### src/hdl/imm_pkg.sv
// ----------------------------------------------------------------------------
// imm_pkg
// Shared types, codes and default sizes for the integer matrix multiply core.
// ----------------------------------------------------------------------------
`default_nettype none

package imm_pkg;

  // Item kind codes
  typedef enum logic [1:0] {
    KIND_LOAD_A = 2'd0,
    KIND_LOAD_B = 2'd1,
    KIND_START  = 2'd2,
    KIND_NONE   = 2'd3
  } kind_t;

  localparam int IDX_W     = 3;
  localparam int ELEM_W    = 16;
  localparam int PROD_W    = 2 * ELEM_W;
  localparam int SUM_W     = 36;
  localparam int MAX_DIM   = 8;
  // Wide enough to hold row * dim + column for any dims up to MAX_DIM
  localparam int LIN_W     = 7;

  localparam int DEF_ROWS_LEFT  = 3;
  localparam int DEF_INNER_DIM  = 3;
  localparam int DEF_COLS_RIGHT = 2;

endpackage

`default_nettype wire

### src/hdl/integer_matrix_multiply_core.sv
// ----------------------------------------------------------------------------
// integer_matrix_multiply_core
// Loads signed matrices A and B element by element, then on a start item
// streams C = A * B in row-major order with exact 36-bit sums.
// ----------------------------------------------------------------------------
// Load items (A or B element) are taken one per cycle while idle. A start item
// runs C = A * B on one shared 16x16 multiplier and 36-bit accumulator; each
// inner step passes through memory read, multiply and accumulate, and a start
// item occupies the block until its last result enters the output register,
// longer while the result side stalls. The input is not ready during
// a run. Results leave through an output register, so the last result may
// still wait there while the next item is accepted. Every entry of both
// matrices must be loaded before a start item; loads with an index outside
// the matrix and items of unused kind are dropped.
`default_nettype none

module integer_matrix_multiply_core
  import imm_pkg::*;
#(
  parameter int ROWS_LEFT  = DEF_ROWS_LEFT,
  parameter int INNER_DIM  = DEF_INNER_DIM,
  parameter int COLS_RIGHT = DEF_COLS_RIGHT
) (
  input  wire logic                     clk,
  input  wire logic                     rst_n,

  input  wire logic                     in_valid,
  output      logic                     in_ready,
  input  wire logic [1:0]               in_kind,
  input  wire logic [IDX_W-1:0]         in_row,
  input  wire logic [IDX_W-1:0]         in_column,
  input  wire logic signed [ELEM_W-1:0] in_element,

  output      logic                     out_valid,
  input  wire logic                     out_ready,
  output      logic [IDX_W-1:0]         out_row,
  output      logic [IDX_W-1:0]         out_column,
  output      logic signed [SUM_W-1:0]  out_product_sum,
  output      logic                     out_last
);

  localparam int LEFT_DEPTH  = ROWS_LEFT * INNER_DIM;
  localparam int RIGHT_DEPTH = INNER_DIM * COLS_RIGHT;
  localparam int LEFT_AW     = (LEFT_DEPTH > 1) ? $clog2(LEFT_DEPTH) : 1;
  localparam int RIGHT_AW    = (RIGHT_DEPTH > 1) ? $clog2(RIGHT_DEPTH) : 1;

  typedef enum logic [2:0] {
    S_IDLE,
    S_READ,
    S_MUL,
    S_ACC,
    S_EMIT
  } state_t;

  state_t                    state_r, state_nxt;
  logic [IDX_W-1:0]          i_r, i_nxt;
  logic [IDX_W-1:0]          j_r, j_nxt;
  logic [IDX_W-1:0]          k_r, k_nxt;
  logic signed [SUM_W-1:0]   acc_r, acc_nxt;
  logic signed [PROD_W-1:0]  prod_r;
  logic                      out_valid_r, out_valid_nxt;
  logic [IDX_W-1:0]          out_row_r, out_row_nxt;
  logic [IDX_W-1:0]          out_col_r, out_col_nxt;
  logic signed [SUM_W-1:0]   out_sum_r, out_sum_nxt;
  logic                      out_last_r, out_last_nxt;

  logic signed [ELEM_W-1:0]  left_mem  [LEFT_DEPTH];
  logic signed [ELEM_W-1:0]  right_mem [RIGHT_DEPTH];
  logic signed [ELEM_W-1:0]  a_rd_r, b_rd_r;

  logic                      in_acc;
  logic [LIN_W-1:0]          wa_lin, wb_lin, ra_lin, rb_lin;
  logic                      wa_ok, wb_ok;
  logic                      last_i, last_j, last_k, out_free;

  assign in_ready = (state_r == S_IDLE);
  assign in_acc   = in_valid && in_ready;

  // Linear addresses, row-major
  assign wa_lin = LIN_W'(in_row) * LIN_W'(INNER_DIM) + LIN_W'(in_column);
  assign wb_lin = LIN_W'(in_row) * LIN_W'(COLS_RIGHT) + LIN_W'(in_column);
  assign ra_lin = LIN_W'(i_r) * LIN_W'(INNER_DIM) + LIN_W'(k_r);
  assign rb_lin = LIN_W'(k_r) * LIN_W'(COLS_RIGHT) + LIN_W'(j_r);

  assign wa_ok = ({1'b0, in_row} < (IDX_W+1)'(ROWS_LEFT)) &&
                 ({1'b0, in_column} < (IDX_W+1)'(INNER_DIM));
  assign wb_ok = ({1'b0, in_row} < (IDX_W+1)'(INNER_DIM)) &&
                 ({1'b0, in_column} < (IDX_W+1)'(COLS_RIGHT));

  // Matrix stores: written from load items, read under the sequencer
  always_ff @(posedge clk) begin
    if (in_acc && (in_kind == KIND_LOAD_A) && wa_ok) begin
      left_mem[LEFT_AW'(wa_lin)] <= in_element;
    end
    a_rd_r <= left_mem[LEFT_AW'(ra_lin)];
  end

  always_ff @(posedge clk) begin
    if (in_acc && (in_kind == KIND_LOAD_B) && wb_ok) begin
      right_mem[RIGHT_AW'(wb_lin)] <= in_element;
    end
    b_rd_r <= right_mem[RIGHT_AW'(rb_lin)];
  end

  // Shared multiplier
  always_ff @(posedge clk) begin
    if (state_r == S_MUL) begin
      prod_r <= PROD_W'(a_rd_r) * PROD_W'(b_rd_r);
    end
  end

  assign last_i   = (i_r == IDX_W'(ROWS_LEFT - 1));
  assign last_j   = (j_r == IDX_W'(COLS_RIGHT - 1));
  assign last_k   = (k_r == IDX_W'(INNER_DIM - 1));
  assign out_free = !out_valid_r || out_ready;

  always_comb begin
    state_nxt     = state_r;
    i_nxt         = i_r;
    j_nxt         = j_r;
    k_nxt         = k_r;
    acc_nxt       = acc_r;
    out_valid_nxt = out_valid_r && !out_ready;
    out_row_nxt   = out_row_r;
    out_col_nxt   = out_col_r;
    out_sum_nxt   = out_sum_r;
    out_last_nxt  = out_last_r;

    unique case (state_r)
      S_IDLE: begin
        if (in_acc && (in_kind == KIND_START)) begin
          i_nxt     = '0;
          j_nxt     = '0;
          k_nxt     = '0;
          acc_nxt   = '0;
          state_nxt = S_READ;
        end
      end
      S_READ: state_nxt = S_MUL;
      S_MUL:  state_nxt = S_ACC;
      S_ACC: begin
        acc_nxt = acc_r + SUM_W'(prod_r);
        if (last_k) begin
          state_nxt = S_EMIT;
        end else begin
          k_nxt     = k_r + IDX_W'(1);
          state_nxt = S_READ;
        end
      end
      S_EMIT: begin
        if (out_free) begin
          out_valid_nxt = 1'b1;
          out_row_nxt   = i_r;
          out_col_nxt   = j_r;
          out_sum_nxt   = acc_r;
          out_last_nxt  = last_i && last_j;
          acc_nxt       = '0;
          k_nxt         = '0;
          if (last_j) begin
            j_nxt = '0;
            i_nxt = i_r + IDX_W'(1);
          end else begin
            j_nxt = j_r + IDX_W'(1);
          end
          state_nxt = (last_i && last_j) ? S_IDLE : S_READ;
        end
      end
      default: state_nxt = S_IDLE;
    endcase
  end

  always_ff @(posedge clk) begin
    if (!rst_n) begin
      state_r     <= S_IDLE;
      out_valid_r <= 1'b0;
    end else begin
      state_r     <= state_nxt;
      out_valid_r <= out_valid_nxt;
    end
    i_r        <= i_nxt;
    j_r        <= j_nxt;
    k_r        <= k_nxt;
    acc_r      <= acc_nxt;
    out_row_r  <= out_row_nxt;
    out_col_r  <= out_col_nxt;
    out_sum_r  <= out_sum_nxt;
    out_last_r <= out_last_nxt;
  end

  assign out_valid       = out_valid_r;
  assign out_row         = out_row_r;
  assign out_column      = out_col_r;
  assign out_product_sum = out_sum_r;
  assign out_last        = out_last_r;

endmodule

`default_nettype wire
### config.mk
export PLATFORM = sky130hd
export DESIGN_NAME = integer_matrix_multiply_core
export DESIGN_NICKNAME = d
export VERILOG_FILES = /design/src/hdl/imm_pkg.sv /design/src/hdl/integer_matrix_multiply_core.sv
export SDC_FILE = /design/constraint.sdc
export NUM_CORES = 1
export LEC_CHECK = 0
export BUFFER_PORTS_ARGS = -buffer_cell sky130_fd_sc_hd__buf_2
export CAP_MARGIN = 10
export CORE_UTILIZATION = 40
export DETAILED_ROUTE_END_ITERATION = 8
export PLACE_DENSITY = 0.52
export SETUP_SLACK_MARGIN = 0.4
export SYNTH_ARGS = -nofsm -noshare
export SYNTH_HDL_FRONTEND = slang
export SYNTH_SLANG_ARGS = --single-unit
### constraint.sdc
create_clock -name clk -period 7.8 [get_ports clk]
set_input_delay 1.56 -clock clk [delete_from_list [all_inputs] [get_ports clk]]
set_output_delay 1.56 -clock clk [all_outputs]
set_load 0.1 [all_outputs]
==> flow_metrics.env <==
export IMPL_status="finished, final reports clean"
export IMPL_fmax_mhz=155
export IMPL_hold_class="flip-flop to flip-flop"
export IMPL_synth_ff_type="edfxtp_1"
export IMPL_cts_root_buf="clkbuf_16"
export IMPL_crit_path_top_delay_cell="fa_1"
export IMPL_yosys_area_share_simple_pct=9.52
export IMPL_top_layer_used="met5"
export IMPL_port_buffers=72
export IMPL_fillers=5824
export IMPL_cts_tree="done"
export IMPL_ys_seq_area_share_pct=44.4
export IMPL_worstHoldStart="acc_r[11]"
export IMPL_dieHeight_um=257
export IMPL_netlist_area_mm2=0.0259
export IMPL_drc=0
export IMPL_dieArea_mm2=0.0659
export IMPL_areaGrowthSynthToFinish_pct=10.9
export IMPL_ys_ff_latch=396
export IMPL_hold_depth=0
export IMPL_synth_largest_area_cell="edfxtp_1"
export IMPL_whs_endpoint="out_product_sum[11]"
export IMPL_die_w_um=257
export IMPL_hold_buffers=0
export IMPL_fin_crit_ps=6430
export IMPL_startpoint_type="flip-flop"
export IMPL_htreeDepth=2
export IMPL_rows=92
export IMPL_report_final_slew_viol_count=0
export IMPL_grt_overflow=0
export IMPL_critPathMaxFanout=16
export IMPL_async_flop_share_pct=0
export IMPL_grt_pass1_wl_mm=88.1
export IMPL_crit_chain="nand2_1 > inv_1 > fa_1 > fa_1 > inv_1 > fa_1 > fa_1 > fa_1 > fa_1 > inv_1 > ha_1 > nor2b_1 > o21ai_0 > nand2b_1 > a221o_1 > o21a_1 > a21oi_1 > xnor2_1"
export IMPL_tightest_slew_ps=1120
export IMPL_synth_edf_count=360
export IMPL_relSlewSlack_pct=25.2
export IMPL_netlist_instances=2051
export IMPL_route_met2_wl_mm=25.8
export IMPL_hpwlAfterDp_mm=40.8
export IMPL_wl_mm=54.3
export IMPL_hold_viol=0
export IMPL_core_mm2=0.0635
export IMPL_period_share_pct=82.5
export IMPL_gp_congestion=0.856
export IMPL_cts_buffers_inserted=44
export IMPL_synth_adder_area_share_pct=27.0
export IMPL_drive_gt1_share_pct=11.0
export IMPL_worstPathRequired_ps=8120
export IMPL_clockBufferDepth=3
export IMPL_initialDrtViolationCount=705
export IMPL_vias=14818
export IMPL_ant_nets=0
export IMPL_synth_xor_xnor_area_share_pct=2.13
export IMPL_initial_core_util_pct=40.8
export IMPL_cap_violations=0
export IMPL_grt_max_degree=44
export IMPL_io_pins=73
export IMPL_via_per_inst=4.94
export IMPL_crit_reg2reg_launch="b_rd_r[1]"
export IMPL_cp_end_kind="flip-flop"
export IMPL_synth_top_area_share_pct=41.7
export IMPL_final_cell_mix="edfxtp_1 (360), inv_1 (316), fa_1 (269)"
export IMPL_synth_compound_area_share_pct=5.84
export IMPL_timing_rr_end="prod_r[29]"
export IMPL_cp_arrival_ps=6760
export IMPL_worst_skew_pair_late_latency_ps=600
export IMPL_fin_nets=2544
export IMPL_layout_commonest_cell="edfxtp_1"
export IMPL_setup_tns_ps=0
export IMPL_cp_common_cell="fa_1"
export IMPL_clkTransAtPathRegs_ps=60
export IMPL_slowest_delay_ps=750
export IMPL_syn_nets=2478
export IMPL_ys_types=71
export IMPL_ys_warn_count=0
export IMPL_r2r_slack_ps=1370
export IMPL_postCtsSetupBuffers=0
export IMPL_clock_skew_ps=24.2
export IMPL_rsz0062_at_grt="no"
export IMPL_synthTopCellsByArea="edfxtp_1 (42%), fa_1 (21%), ha_1 (6.3%)"
export IMPL_critical_path_top_delay_family="adder cells"
export IMPL_critPathBufInv=3
export IMPL_grt_antenna_before_repair=1
export IMPL_grt_pass1_vias=16053
export IMPL_cts_resized=0
export IMPL_cp_depth=18
export IMPL_wl_met1_mm=25.4
export IMPL_firstDrtPassIters=6
export IMPL_muxShareOfSynthArea_pct=5.52
export IMPL_wl_met3_mm=1.88
export IMPL_wl_per_cell_um=18.1
export IMPL_r2r_cells=18
export IMPL_avgSynthCellArea_um2=12.6
export IMPL_clock_sinks=396
export IMPL_track_usage_pct=17.0
export IMPL_crit_type="flip-flop to flip-flop"
export IMPL_setup_violations=0
export IMPL_holdWs_ps=471
export IMPL_synth_top_family_by_area="adder cells"
export IMPL_n_antenna_cell=0
worst max-delay path by stage:
stage	end	slack [ps]	startpoint
global route	prod_r[29]	1050	b_rd_r[1]
floorplan	prod_r[29]	1840	a_rd_r[15]
finish	prod_r[29]	1370	b_rd_r[1]
CTS	prod_r[29]	1330	b_rd_r[1]
global placement	prod_r[30]	1460	a_rd_r[13]
detailed placement	prod_r[29]	1340	b_rd_r[1]
metal layers:
layer,global-route usage [%],vias to the layer above
met5,0,-
met4,4.89,2
met3,2.39,87
met2,28.5,237
met1,23.1,7455
li1,-,7037
metrics by stage:
stage / area, um2 / setup slack, ps / std cells / util (%)
after detailed placement: 27300 / 1340 / 2917 / 42.9
after CTS: 28800 / 1330 / 2999 / 45.3
after global routing: 28800 / 1050 / 2999 / 45.3
after floorplan: 25900 / 1840 / 2051 / -
after global placement: 27300 / 1460 / 2917 / 42.9
final: 28800 / 1370 / 2999 / 45.3
synthesized netlist by cell type (all sizes together) (11+ instances only):
| cell type | count |
|---|---|
| o21a | 22 |
| clkbuf | 52 |
| and2 | 130 |
| nand2b | 15 |
| o21ai | 47 |
| ha | 130 |
| nor3 | 27 |
| mux4 | 48 |
| nand2 | 179 |
| buf | 11 |
| nor2b | 12 |
| a21o | 21 |
| a21oi | 72 |
| fa | 269 |
| nor2 | 95 |
| mux2i | 35 |
| edfxtp | 360 |
| xor2 | 15 |
| dfxtp | 36 |
| nand3 | 13 |
| xnor2 | 48 |
| inv | 316 |
| a211oi | 14 |
logic make-up after synthesis:
group,count (synthesis)
buf+inv,379
simple gates,506
xor+xnor,63
flops,396
mux,83
compound gates,225
fa+ha+maj,399
registers in the layout, indices dropped and copies added, names as in the netlist:
signal and flops:
left_mem 144, right_mem 96, acc_r 36, out_product_sum 36, prod_r 32, a_rd_r 16
b_rd_r 16, i_r 3, j_r 3, k_r 3, out_column 3, out_row 3
state_r 3, out_last 1, out_valid 1
final cells by class:
class | instances | area [um2] | area share (%)
clock buffer | 59 | 1200 | 4.16
clock inverter | 23 | 302 | 1.05
inverter | 316 | 1190 | 4.12
multi-input combinational | 1276 | 13100 | 45.4
sequential | 396 | 11500 | 40.1
tap | 846 | 1060 | 3.68
timing repair buffer | 83 | 443 | 1.54
Power is not shown: default switching activity piles up to over one toggle a cycle in this logic, so the estimate is an artifact.
